===== src/rtl/sorted_relative_label_table_defines.svh =====
// Assertion macros for the label table block.
// Included by modules that carry assertions; no dependencies.
`ifndef SORTED_RELATIVE_LABEL_TABLE_DEFINES_SVH
`define SORTED_RELATIVE_LABEL_TABLE_DEFINES_SVH
`ifndef SYNTH
`define SRLT_ASSERT(label, clk, rst_n, prop, msg) \
    label: assert property (@(posedge clk) disable iff (!rst_n) prop) else $error(msg);
`define SRLT_ASSERT_NR(label, clk, prop, msg) \
    label: assert property (@(posedge clk) prop) else $error(msg);
`else
`define SRLT_ASSERT(label, clk, rst_n, prop, msg)
`define SRLT_ASSERT_NR(label, clk, prop, msg)
`endif
`endif


===== src/rtl/srlt_pkg.sv =====
// Shared types and constants for the sorted label table.
// No dependencies.
`default_nettype none
package srlt_pkg;
    localparam int TABLE_DEPTH = 256;
    localparam int IDX_W = $clog2(TABLE_DEPTH);
    localparam int CNT_W = $clog2(TABLE_DEPTH + 1);
    localparam int ENT_W = 18;

    localparam logic MODE_INSERT = 1'b0;
    localparam logic MODE_LOOKUP = 1'b1;

    localparam logic [1:0] KIND_PLAIN = 2'd0;
    localparam logic [1:0] KIND_FWD = 2'd1;
    localparam logic [1:0] KIND_BWD = 2'd2;
    localparam logic [1:0] KIND_BAD = 2'd3;

    typedef struct packed {
        logic        mode;
        logic [15:0] address;
        logic [1:0]  label_kind;
        logic [7:0]  delta;
    } req_t;

    typedef enum logic [3:0] {
        ST_IDLE, ST_SCAN_RD, ST_SCAN_CHK, ST_INS_RD, ST_INS_WR, ST_FWD_RD,
        ST_FWD_CHK, ST_BWD_RD, ST_BWD_CHK, ST_DONE
    } state_t;
endpackage
`default_nettype wire


===== src/rtl/srlt_front.sv =====
// Front end: accepts requests, flags trivial ones for the back end, holds a 2-entry queue.
// Depends on srlt_pkg.
`default_nettype none
module srlt_front (
    input  wire                 clk,
    input  wire                 rst_n,
    input  wire                 in_valid,
    output logic                in_stall,
    input  wire srlt_pkg::req_t in_req,
    output logic                q_valid,
    output srlt_pkg::req_t      q_req,
    output logic                q_trivial,
    input  wire                 q_take
);
    import srlt_pkg::*;
    `include "sorted_relative_label_table_defines.svh"

    // trivial: kind three insert or zero-delta lookup, answered without the table
    logic [1:0] vld_reg, vld_next;
    req_t       req_reg [2];
    logic [1:0] triv_reg;
    logic       push, pop, triv_in;

    assign in_stall = vld_reg[1];
    assign push = in_valid && !in_stall;
    assign pop = q_take && vld_reg[0];
    assign triv_in = (in_req.mode == MODE_INSERT) ? (in_req.label_kind == KIND_BAD)
                                                  : (in_req.delta == 8'd0);
    assign q_valid = vld_reg[0];
    assign q_req = req_reg[0];
    assign q_trivial = triv_reg[0];

    always_comb
    begin
        vld_next = vld_reg;
        if (pop)
            vld_next = {1'b0, vld_reg[1]};
        if (push)
        begin
            if (vld_next[0])
                vld_next[1] = 1'b1;
            else
                vld_next[0] = 1'b1;
        end
    end

    always_ff @(posedge clk or negedge rst_n)
    begin
        if (!rst_n)
            vld_reg <= '0;
        else
            vld_reg <= vld_next;
    end

    // slot 0 takes the new request when it lands at the head, else the shifted slot 1
    always_ff @(posedge clk)
    begin
        if (push && (pop ? !vld_reg[1] : !vld_reg[0]))
        begin
            req_reg[0] <= in_req;
            triv_reg[0] <= triv_in;
        end
        else if (pop)
        begin
            req_reg[0] <= req_reg[1];
            triv_reg[0] <= triv_reg[1];
        end
        if (push && (pop ? vld_reg[1] : vld_reg[0]))
        begin
            req_reg[1] <= in_req;
            triv_reg[1] <= triv_in;
        end
    end

    `SRLT_ASSERT(a_q_order, clk, rst_n, vld_reg[1] |-> vld_reg[0], "queue hole")
    `SRLT_ASSERT(a_full_stall, clk, rst_n, (vld_reg[1] && !pop) |=> vld_reg[1], "lost entry")
    `SRLT_ASSERT(a_no_pop_empty, clk, rst_n, !vld_reg[0] |=> !(vld_reg[1]), "phantom fill")
endmodule
`default_nettype wire


===== config.mk =====
export PLATFORM = sky130hd
export DESIGN_NAME = srlt_front
export DESIGN_NICKNAME = d
export VERILOG_FILES = /design/src/rtl/srlt_pkg.sv /design/src/rtl/srlt_front.sv
export VERILOG_INCLUDE_DIRS = /design/src /design/src/rtl
export SDC_FILE = /design/constraint.sdc
export NUM_CORES = 1
export LEC_CHECK = 0
export ABC_AREA = 1
export BUFFER_PORTS_ARGS = -buffer_cell sky130_fd_sc_hd__buf_2
export CORE_MARGIN = 5
export CORE_UTILIZATION = 44
export DETAILED_ROUTE_END_ITERATION = 8
export PLACE_DENSITY = 0.74
export SYNTH_ARGS = -nofsm -noshare
export SYNTH_HDL_FRONTEND = slang
export SYNTH_SLANG_ARGS = --single-unit

===== constraint.sdc =====
create_clock -name clk -period 2.9 [get_ports clk]
set_clock_uncertainty 0.2 [all_clocks]
set_input_delay 0 -clock clk [delete_from_list [all_inputs] [get_ports clk]]
set_output_delay 0 -clock clk [all_outputs]
set_load 0.01 [all_outputs]

# Word level (Yosys, flattened, before mapping)
# Memories as Yosys holds them, arrays and structs flattened.
# Cells that the tools add are included.
[totals]
word_cells = 34
memories = 1
ramBits = 54
latch_bits = 0
output_inout_bits = 30
input_bits = 31
mem_bits_ro = 0
reg_bits = 4
[mem_list]
columns = ["name", "depth", "width", "read_ports", "rd_ports_with_merged_regs", "wr", "line_no", "source"]
rows = [
  ["req_reg", 2, 27, 2, 0, 1, "srlt_front.sv:20", "req_t req_reg [2];"],
]
[op_classes]
n_eq_ne = 1
n_lt_le_gt_ge = 0
n_mux = 19
shift = 0
bitwise = 1
n_mul = 0
n_addsub = 0
n_div = 0
reduce_logical = 9
[ops]
columns = ["operator", "n"]
rows = [
  ["$mux W27", 2],
  ["$reduce_or A27 Y1", 1],
  ["$mux W1", 15],
  ["$logic_not A8 Y1", 1],
  ["$logic_and A1 B1 Y1", 4],
  ["$mux W2", 2],
  ["$eq A2 B2 Y1 const B", 1],
  ["$logic_not A1 Y1", 2],
  ["$reduce_bool A2 Y1", 1],
  ["$or A1 B1 Y1", 1],
]

# Depth between registers and ports, before layout
# Gate-level depths: netlist of the first run.
[depth]
depth_word = 7
depth_mapped = 7
ltp_nobuf = 7

# Worst setup path after synthesis of the first run
# OpenSTA, ideal clock, no wires.
[synth_timing]
path_kind = "reg-to-reg"
from = "register vld_reg[1]"
to = "memory req_reg[0][27] (netlist bit), enable pin"
required_time_ns = 2.287
path_stages_with_launch = 5
period_less_slack_ns = 2.572
arrival_ns = 1.959
n_path_buf = 1
setup_time_ns = 0.413
slack_ns = 0.328
cell_sequence = "dfrtp_1 inv_2 nand2_4 buf_2 nor2_1"
[synth_via]
elab_chain_cells = 7
elab_cells_between_ends = 16
classes_between = "10 x mux; 1 x bitwise; 5 x reduce/logical"
[synth_rtl]
columns = ["item", "line_no", "source"]
rows = [
  ["from (decl)", "srlt_front.sv:19", "logic [1:0] vld_reg, vld_next;"],
  ["from (signal assigned)", "srlt_front.sv:52", "vld_reg <= vld_next;"],
  ["$logic_not A1 Y1", "srlt_front.sv:25, srlt_front.sv:58", ""],
  ["$logic_and A1 B1 Y1 or $mux W1 (tied branches)", "srlt_front.sv:25, srlt_front.sv:58", ""],
  ["$logic_and A1 B1 Y1, on equally long branches", "srlt_front.sv:68, srlt_front.sv:58", ""],
  ["$mux W1, on equally long branches", "srlt_front.sv:68, srlt_front.sv:58", ""],
  ["$mux W1, on equally long branches", "srlt_front.sv:70, srlt_front.sv:60, srlt_front.sv:65", ""],
  ["$reduce_or A27 Y1 (no line) or $or A1 B1 Y1 (tied branches)", "--", ""],
  ["$mux W1 (no line)", "--", ""],
  ["to (decl)", "srlt_front.sv:20", ""],
]
# Parallel ways exist; a longest one is shown, timed or not.

# Final worst setup path of the first run
[layout_timing]
from = "register vld_reg[1]"
to = "memory req_reg[0][26] (netlist bit), enable pin"
# Same word-level chain as after synthesis.

==> results.txt, run 1 <==
----------------------------------------------------
[Worst setup path]
  Critical Path End Type ... flip-flop
  Critical path type ... flip-flop to flip-flop
  R2r worst-path depth ... 6
  Worst setup startpoint ... vld_reg[1]$_DFF_PN0_
  Worst path required time ... 2.73 ns
  Biggest fanout along the worst timing path ... 26
  Worst R2R Start ... vld_reg[1]$_DFF_PN0_
  Type of element launching the critical path ... flip-flop
  Worst reg-to-reg setup slack ... 0.90 ns
  Worst r2r dst ... req_reg[0][26]$_DFFE_PP_
  Worst Path Arrival ... 1.83 ns

[Clocking]
  Insertion delay to the later sink of the worst-skew pair ... 0.33 ns
  TritonCTS Buffers ... 9
  Post-CTS Setup Inserts ... 0
  Clock-pin slew on the worst setup and hold paths ... 0.06 ns
  CTS resizes ... 0
  CTS tree ... built
  Max H-tree Level ... 3
  Clock sink count ... 58
  Deepest clock path buffer count ... 2
  Clk Tree Root Cell ... sky130_fd_sc_hd__clkbuf_8

[Final layout]
  Antenna cells ... 0
  Final non-filler cell total ... 346
  Nets@finish ... 300
  Area delta synth->final ... 28.3%
  Finished layout cell area ... 3160 sq um
  Fraction of final layout cells with drive strength greater than 1 ... 32.5%
  Final core utilization ... 57.8%
  Flip-flop count of the largest register, all copies and words added ... 54
  Layout filler cell count ... 464
  Most frequent cells in the layout ... sky130_fd_sc_hd__buf_2 (60), sky130_fd_sc_hd__nand2_1 (56), sky130_fd_sc_hd__edfxtp_1 (56), sky130_fd_sc_hd__dlygate4sd3_1 (31), sky130_fd_sc_hd__nand3_1 (21)
  Commonest non-fill, non-tap cell in the layout ... sky130_fd_sc_hd__buf_2

[Timing]
  RSZ-0062 raised after global routing ... no
  Transition time at the pin with the least slew margin ... 0.644 ns
  Final Setup Violations ... 0
  Period utilization ... 69.0%
  Worst slew slack as a fraction of its limit ... 57.0%
  Clock period minus final worst setup slack ... 2.00 ns
  Worst setup slack after layout ... 0.900 ns
  Final-layout setup total negative slack ... 0 ns
  Final-layout worst hold slack ... 0.191 ns
  Achievable clock frequency ... 0.500 GHz
  Final Hold Viols ... 0
  Final Max Tran Viols ... 0

[Hold path]
  Count of cells along the worst hold path ... 2
  Type of the tightest min-delay check ... input port to flip-flop
  Startpoint of the tightest hold check path ... in_req[7]
  End of the worst hold path ... req_reg[0][34]$_DFFE_PP_

[Power and ir drop]
  Power Density ... 547 nW/um^2
  Worst IR drop on VDD ... 0.308 mV
  Pwr Total ... 1.73 mW
  Standby leakage power ... 1.31 nW

[Logic synthesis]
  Area of the mapped netlist ... 2460 sq um
  Yosys reg bits ... 58
  Distinct cell type count after synthesis ... 16
  Mean post-synth cell area ... 12.4 sq um
  Syn_nets ... 230
  Cells after synthesis ... 199
  Warnings from Yosys ... 0
  Sequential area share after synthesis ... 70.3%

[Run status]
  Run status ... finished, final reports clean

[Floorplanning]
  Initial standard-cell utilization of the core ... 45.0%
  Die height ... 84.8 microns
  Count of pins on the block boundary ... 61
  Overall die area ... 7200 sq um
  X dimension of the die ... 84.8 microns
  Rows ... 27
  Area of the core region ... 5470 sq um

[Global routing]
  GRT Residual Overflow ... 0
  Via count of the first global-routing pass ... 1535
  Total global-route track usage ... 13.5%
  First-pass GRT wire length ... 7.29 mm
  Number of antenna violations at the first check in global routing ... 0
  Pin count of the biggest net entering global routing ... 34

[Routing]
  Routed wire per std cell ... 12.7 microns
  Via density per instance ... 4.45
  Initial DRT Pass Iterations ... 4
  Final antenna-violating net count ... 0
  Via count ... 1538
  Total detailed-routing wirelength ... 4.40 mm
  Post-route DRC violation count ... 0
  First-iteration detailed-routing DRC count ... 76

[Place]
  Number of buffers added on ports ... 60
  Standard cell area after detailed placement ... 2650 sq um
  Cell Count Post-Placement ... 299
  Final estimated routing congestion in global placement ... 0.739
  Post-Place Worst Slack ... 0.897 ns
  Detail Placement HPWL ... 3.00 mm

[Flow run]
  Max capacitance violation total ... 0

----------------------------------------------------
[worst max-delay path, stage by stage, from the launching register on]
cell and delay [ns]:
sky130_fd_sc_hd__dfrtp_1 0.39, sky130_fd_sc_hd__inv_2 0.09, sky130_fd_sc_hd__nand2_4 0.18, sky130_fd_sc_hd__a21oi_1 0.21
sky130_fd_sc_hd__inv_1 0.08, sky130_fd_sc_hd__nand2_1 0.32, sky130_fd_sc_hd__buf_12 0.22
[worst max-delay path by stage]
| stage | cells after the start | end | slack (ns) |
|---|---|---|---|
| after global placement | 6 | req_reg[0][20]$_DFFE_PP_ | 0.96 |
| after CTS | 6 | req_reg[0][26]$_DFFE_PP_ | 0.87 |
| after floorplan | 4 | req_reg[0][27]$_DFFE_PP_ | 0.33 |
| after global routing | 6 | req_reg[0][26]$_DFFE_PP_ | 0.74 |
| final | 6 | req_reg[0][26]$_DFFE_PP_ | 0.90 |
| after detailed placement | 6 | req_reg[0][20]$_DFFE_PP_ | 0.90 |
[repair_timing]
action / CTS / global route
hold buffers: 31 / 0
endpoints found under the setup margin: 0 / 0
endpoints found under the hold margin: 60 / 0
[where the power goes]
part           total [mW]  internal, mW  leakage (nW)  switching (mW)
Sequential          0.918         0.918         0.522               0
Clock               0.729         0.443         0.101           0.286
Combinational      0.0824        0.0512         0.691          0.0311
[cell usage after synthesis]
library cell | count | share of area, %
sky130_fd_sc_hd__a21oi_1 | 1 | 0.20
sky130_fd_sc_hd__a21oi_2 | 6 | 2.1
sky130_fd_sc_hd__buf_2 | 6 | 1.2
sky130_fd_sc_hd__buf_4 | 27 | 8.2
sky130_fd_sc_hd__buf_6 | 1 | 0.46
sky130_fd_sc_hd__dfrtp_1 | 2 | 2.0
sky130_fd_sc_hd__edfxtp_1 | 56 | 68
sky130_fd_sc_hd__inv_1 | 7 | 1.1
sky130_fd_sc_hd__inv_2 | 2 | 0.30
sky130_fd_sc_hd__nand2_1 | 56 | 8.5
sky130_fd_sc_hd__nand2_4 | 2 | 0.91
sky130_fd_sc_hd__nand3_1 | 21 | 4.3
sky130_fd_sc_hd__nand3b_1 | 1 | 0.30
sky130_fd_sc_hd__nor2_1 | 7 | 1.1
sky130_fd_sc_hd__nor2_2 | 3 | 0.76
sky130_fd_sc_hd__o22ai_1 | 1 | 0.25
[layer usage]
| metal | part of all wire, % | track usage (%) | up-vias |
|---|---|---|---|
| met1 | 40 | 15.0 | 694 |
| met4 | 3.0 | 9.06 | 0 |
| met5 | 0 | 0 | - |
| met2 | 51 | 22.6 | 44 |
| li1 | - | - | 788 |
| met3 | 6.1 | 3.59 | 12 |
[layout make-up]
type / instances / area, sq um / area share (%)
clock inverters: 2 / 35.0 / 1.11
inverters: 9 / 33.8 / 1.07
flip-flops and latches: 58 / 1730 / 54.8
well taps: 72 / 90.1 / 2.85
repair buffers: 93 / 651 / 20.6
clock buffers: 14 / 163 / 5.15
multi-input cells: 98 / 457 / 14.4
[cell families after synthesis]
| logic type | share of synthesized area (%) |
|---|---|
| AND/OR/NAND/NOR | 15.8 |
| buffers and inverters | 11.3 |
| flip-flops | 70.3 |
| AO/OA/AOI/OAI | 2.59 |
No activity file was read; power rests on OpenSTA's default activity.
==> run 2: changes to the inputs <==
Settings changed: PLACE_DENSITY 0.74 to 0.77.
Clock period 2.9 ns to 1.7 ns, I/O delays scaled along.
==> results.txt, run 2 (synthesis results as in run 1) <==
----------------------------------------------------
[Timing]
  Clock period minus final worst setup slack ... 1.58 ns (was 2.00 ns)
  Final-layout setup total negative slack ... 0 ns (unchanged)
  Final Setup Violations ... 0 (unchanged)
  Worst slew slack as a fraction of its limit ... 84.2% (was 57.0%)
  Final Hold Viols ... 0 (unchanged)
  Final Max Tran Viols ... 0 (unchanged)
  Transition time at the pin with the least slew margin ... 0.236 ns (was 0.644 ns)
  Period utilization ... 92.7% (was 69.0%)
  RSZ-0062 raised after global routing ... no (unchanged)
  Achievable clock frequency ... 0.634 GHz (was 0.500 GHz)

[Final layout]
  Final core utilization ... 58.5% (was 57.8%)
  Area delta synth->final ... 30.0% (was 28.3%)
  Finished layout cell area ... 3200 sq um (was 3160 sq um)
  Commonest non-fill, non-tap cell in the layout ... sky130_fd_sc_hd__buf_2 (unchanged)
  Antenna cells ... 0 (unchanged)
  Layout filler cell count ... 457 (was 464)
  Nets@finish ... 304 (was 300)
  Fraction of final layout cells with drive strength greater than 1 ... 34.3% (was 32.5%)
  Most frequent cells in the layout ... sky130_fd_sc_hd__buf_2 (60), sky130_fd_sc_hd__edfxtp_1 (56), sky130_fd_sc_hd__nand2_1 (54), sky130_fd_sc_hd__dlygate4sd3_1 (31), sky130_fd_sc_hd__nand3_1 (21) (was sky130_fd_sc_hd__buf_2 (60), sky130_fd_sc_hd__nand2_1 (56), sky130_fd_sc_hd__edfxtp_1 (56), sky130_fd_sc_hd__dlygate4sd3_1 (31), sky130_fd_sc_hd__nand3_1 (21))
  Flip-flop count of the largest register, all copies and words added ... 54 (unchanged)

[Place]
  Standard cell area after detailed placement ... 2670 sq um (was 2650 sq um)
  Detail Placement HPWL ... 3.02 mm (was 3.00 mm)
  Number of buffers added on ports ... 60 (unchanged)
  Final estimated routing congestion in global placement ... 0.700 (was 0.739)

[Flow run]
  Max capacitance violation total ... 0 (unchanged)

[Clocking]
  TritonCTS Buffers ... 9 (unchanged)
  Clk Tree Root Cell ... sky130_fd_sc_hd__clkbuf_8 (unchanged)
  Max H-tree Level ... 3 (unchanged)
  CTS tree ... built (unchanged)
  Clock sink count ... 58 (unchanged)
  Deepest clock path buffer count ... 2 (unchanged)
  Insertion delay to the later sink of the worst-skew pair ... 0.32 ns (was 0.33 ns)
  Post-CTS Setup Inserts ... 0 (unchanged)
  Clock-pin slew on the worst setup and hold paths ... 0.06 ns (about the same)

[Worst setup path]
  Critical path type ... flip-flop to flip-flop (unchanged)
  Worst setup startpoint ... vld_reg[0]$_DFF_PN0_ (was vld_reg[1]$_DFF_PN0_)
  Highest cell delay on the worst timing path ... 0.45 ns (was 0.39 ns)
  Worst r2r dst ... req_reg[0][3]$_DFFE_PP_ (was req_reg[0][26]$_DFFE_PP_)
  Worst Path Arrival ... 1.45 ns (was 1.83 ns)
  Cell chain of the critical path ... nand2_4 -> inv_6 -> nand2_8 -> nor2_1 -> a21oi_2 (was inv_2 -> nand2_4 -> a21oi_1 -> inv_1 -> nand2_1 -> buf_12)
  Worst reg-to-reg setup slack ... 0.12 ns (was 0.90 ns)
  Type of element launching the critical path ... flip-flop (unchanged)
  Worst R2R Start ... vld_reg[0]$_DFF_PN0_ (was vld_reg[1]$_DFF_PN0_)
  Biggest fanout along the worst timing path ... 33 (was 26)
  Critical Path End Type ... flip-flop (unchanged)
  Worst path required time ... 1.57 ns (was 2.73 ns)
  R2r worst-path depth ... 5 (was 6)
  Critical-path top delay cell ... sky130_fd_sc_hd__dfrtp_1 (unchanged)

[Floorplanning]
  Area of the core region ... 5470 sq um (unchanged)
  Count of pins on the block boundary ... 61 (unchanged)
  X dimension of the die ... 84.8 microns (unchanged)
  Initial standard-cell utilization of the core ... 45.0% (unchanged)
  Rows ... 27 (unchanged)
  Die height ... 84.8 microns (unchanged)
  Overall die area ... 7200 sq um (unchanged)

[Hold path]
  Count of cells along the worst hold path ... 2 (unchanged)
  Type of the tightest min-delay check ... input port to flip-flop (unchanged)
  End of the worst hold path ... req_reg[0][34]$_DFFE_PP_ (unchanged)
  Startpoint of the tightest hold check path ... in_req[7] (unchanged)

[Global routing]
  First-pass GRT wire length ... 7.87 mm (was 7.29 mm)
  Total global-route track usage ... 14.2% (was 13.5%)
  Number of antenna violations at the first check in global routing ... 0 (unchanged)
  GRT Residual Overflow ... 0 (unchanged)
  Pin count of the biggest net entering global routing ... 34 (unchanged)
  Via count of the first global-routing pass ... 1682 (was 1535)

[Routing]
  Via density per instance ... 4.53 (was 4.45)
  Via count ... 1580 (was 1538)
  Initial DRT Pass Iterations ... 4 (unchanged)
  Total detailed-routing wirelength ... 4.81 mm (was 4.40 mm)
  Post-route DRC violation count ... 0 (unchanged)
  First-iteration detailed-routing DRC count ... 125 (was 76)
  Final antenna-violating net count ... 0 (unchanged)
  Routed wire per std cell ... 13.8 microns (was 12.7 microns)

[Power and ir drop]
  Switch Pwr ... 0.543 mW (was 0.317 mW)
  Net switching share of the total power ... 19.1% (was 18.3%)
  Standby leakage power ... 1.33 nW (was 1.31 nW)
  Clock share of power ... 40.0% (was 42.2%)
  Share of total power in combinational logic ... 5.0% (was 4.8%)
  Power Density ... 889 nW/um^2 (was 547 nW/um^2)
  Proportion of power drawn by flip-flops and latches ... 55.0% (was 53.1%)
  Worst IR drop on VDD ... 0.521 mV (was 0.308 mV)
  Int Pwr ... 2.30 mW (was 1.41 mW)

[Run status]
  Run status ... finished, final reports clean (unchanged)

----------------------------------------------------
## run 2: how the worst max path moves through the flow
stage | slack, ns | endpoint
final | 0.12 | req_reg[0][3]$_DFFE_PP_
after global routing | 0.05 | req_reg[0][2]$_DFFE_PP_
after global placement | 0.09 | req_reg[0][11]$_DFFE_PP_
after floorplan | -0.04 | req_reg[0][27]$_DFFE_PP_
after detailed placement | -0.04 | req_reg[0][11]$_DFFE_PP_
after CTS | -0.005 | req_reg[0][2]$_DFFE_PP_
## run 2: per-layer routing
layer	global-route usage, %	part of all wire [%]	up-vias
met5	0	0	-
met2	23.1	50	59
li1	-	-	798
met4	5.61	0.29	0
met3	5.05	6.5	2
met1	17.4	43	721
## run 2: timing repair
action | CTS | global route
gates cloned | 0 | 2
resized for setup | 2 | 6
hold buffers | 31 | 0
pin swaps | 0 | 2
endpoints found under the hold margin | 60 | 0
setup endpoints to repair | 32 | 55
## run 2: layout make-up
class | instances | area, sq um | area share (%)
sequential | 58 | 1730 | 54.1
timing repair buffer | 95 | 653 | 20.4
multi-input combinational | 100 | 515 | 16.1
clock buffer | 10 | 128 | 3.98
tap | 72 | 90.1 | 2.81
clock inverter | 5 | 46.3 | 1.45
inverter | 9 | 38.8 | 1.21
## run 2: metrics by stage
stage	instances	hold slack, ns	total power, mW	setup slack [ns]
CTS	347	0.181	2.88	-0.00483
detailed placement	301	-0.413	1.68	-0.0364
global route	349	0.193	2.95	0.0451
floorplan	199	-0.496	1.63	-0.0385
global placement	301	-0.412	1.68	0.0853
finish	349	0.202	2.85	0.124
## run 2: worst max-delay path: cells and delay by family, from the launching register on
kind                   cells  cell delay, ns
and+or+nand+nor            3            0.49
AOI/OAI and AO/OA          1            0.04
buffers and inverters      1            0.14
DFF                        1            0.45
## run 2: power groups by stage
stage / clock [mW] / sequential [mW] / combinational (mW)
finish: 1.14 / 1.57 / 0.143
global route: 1.23 / 1.56 / 0.161
CTS: 1.17 / 1.57 / 0.142
detailed placement: 0 / 1.60 / 0.0871
global placement: 0 / 1.60 / 0.0844
floorplan: 0 / 1.60 / 0.0329
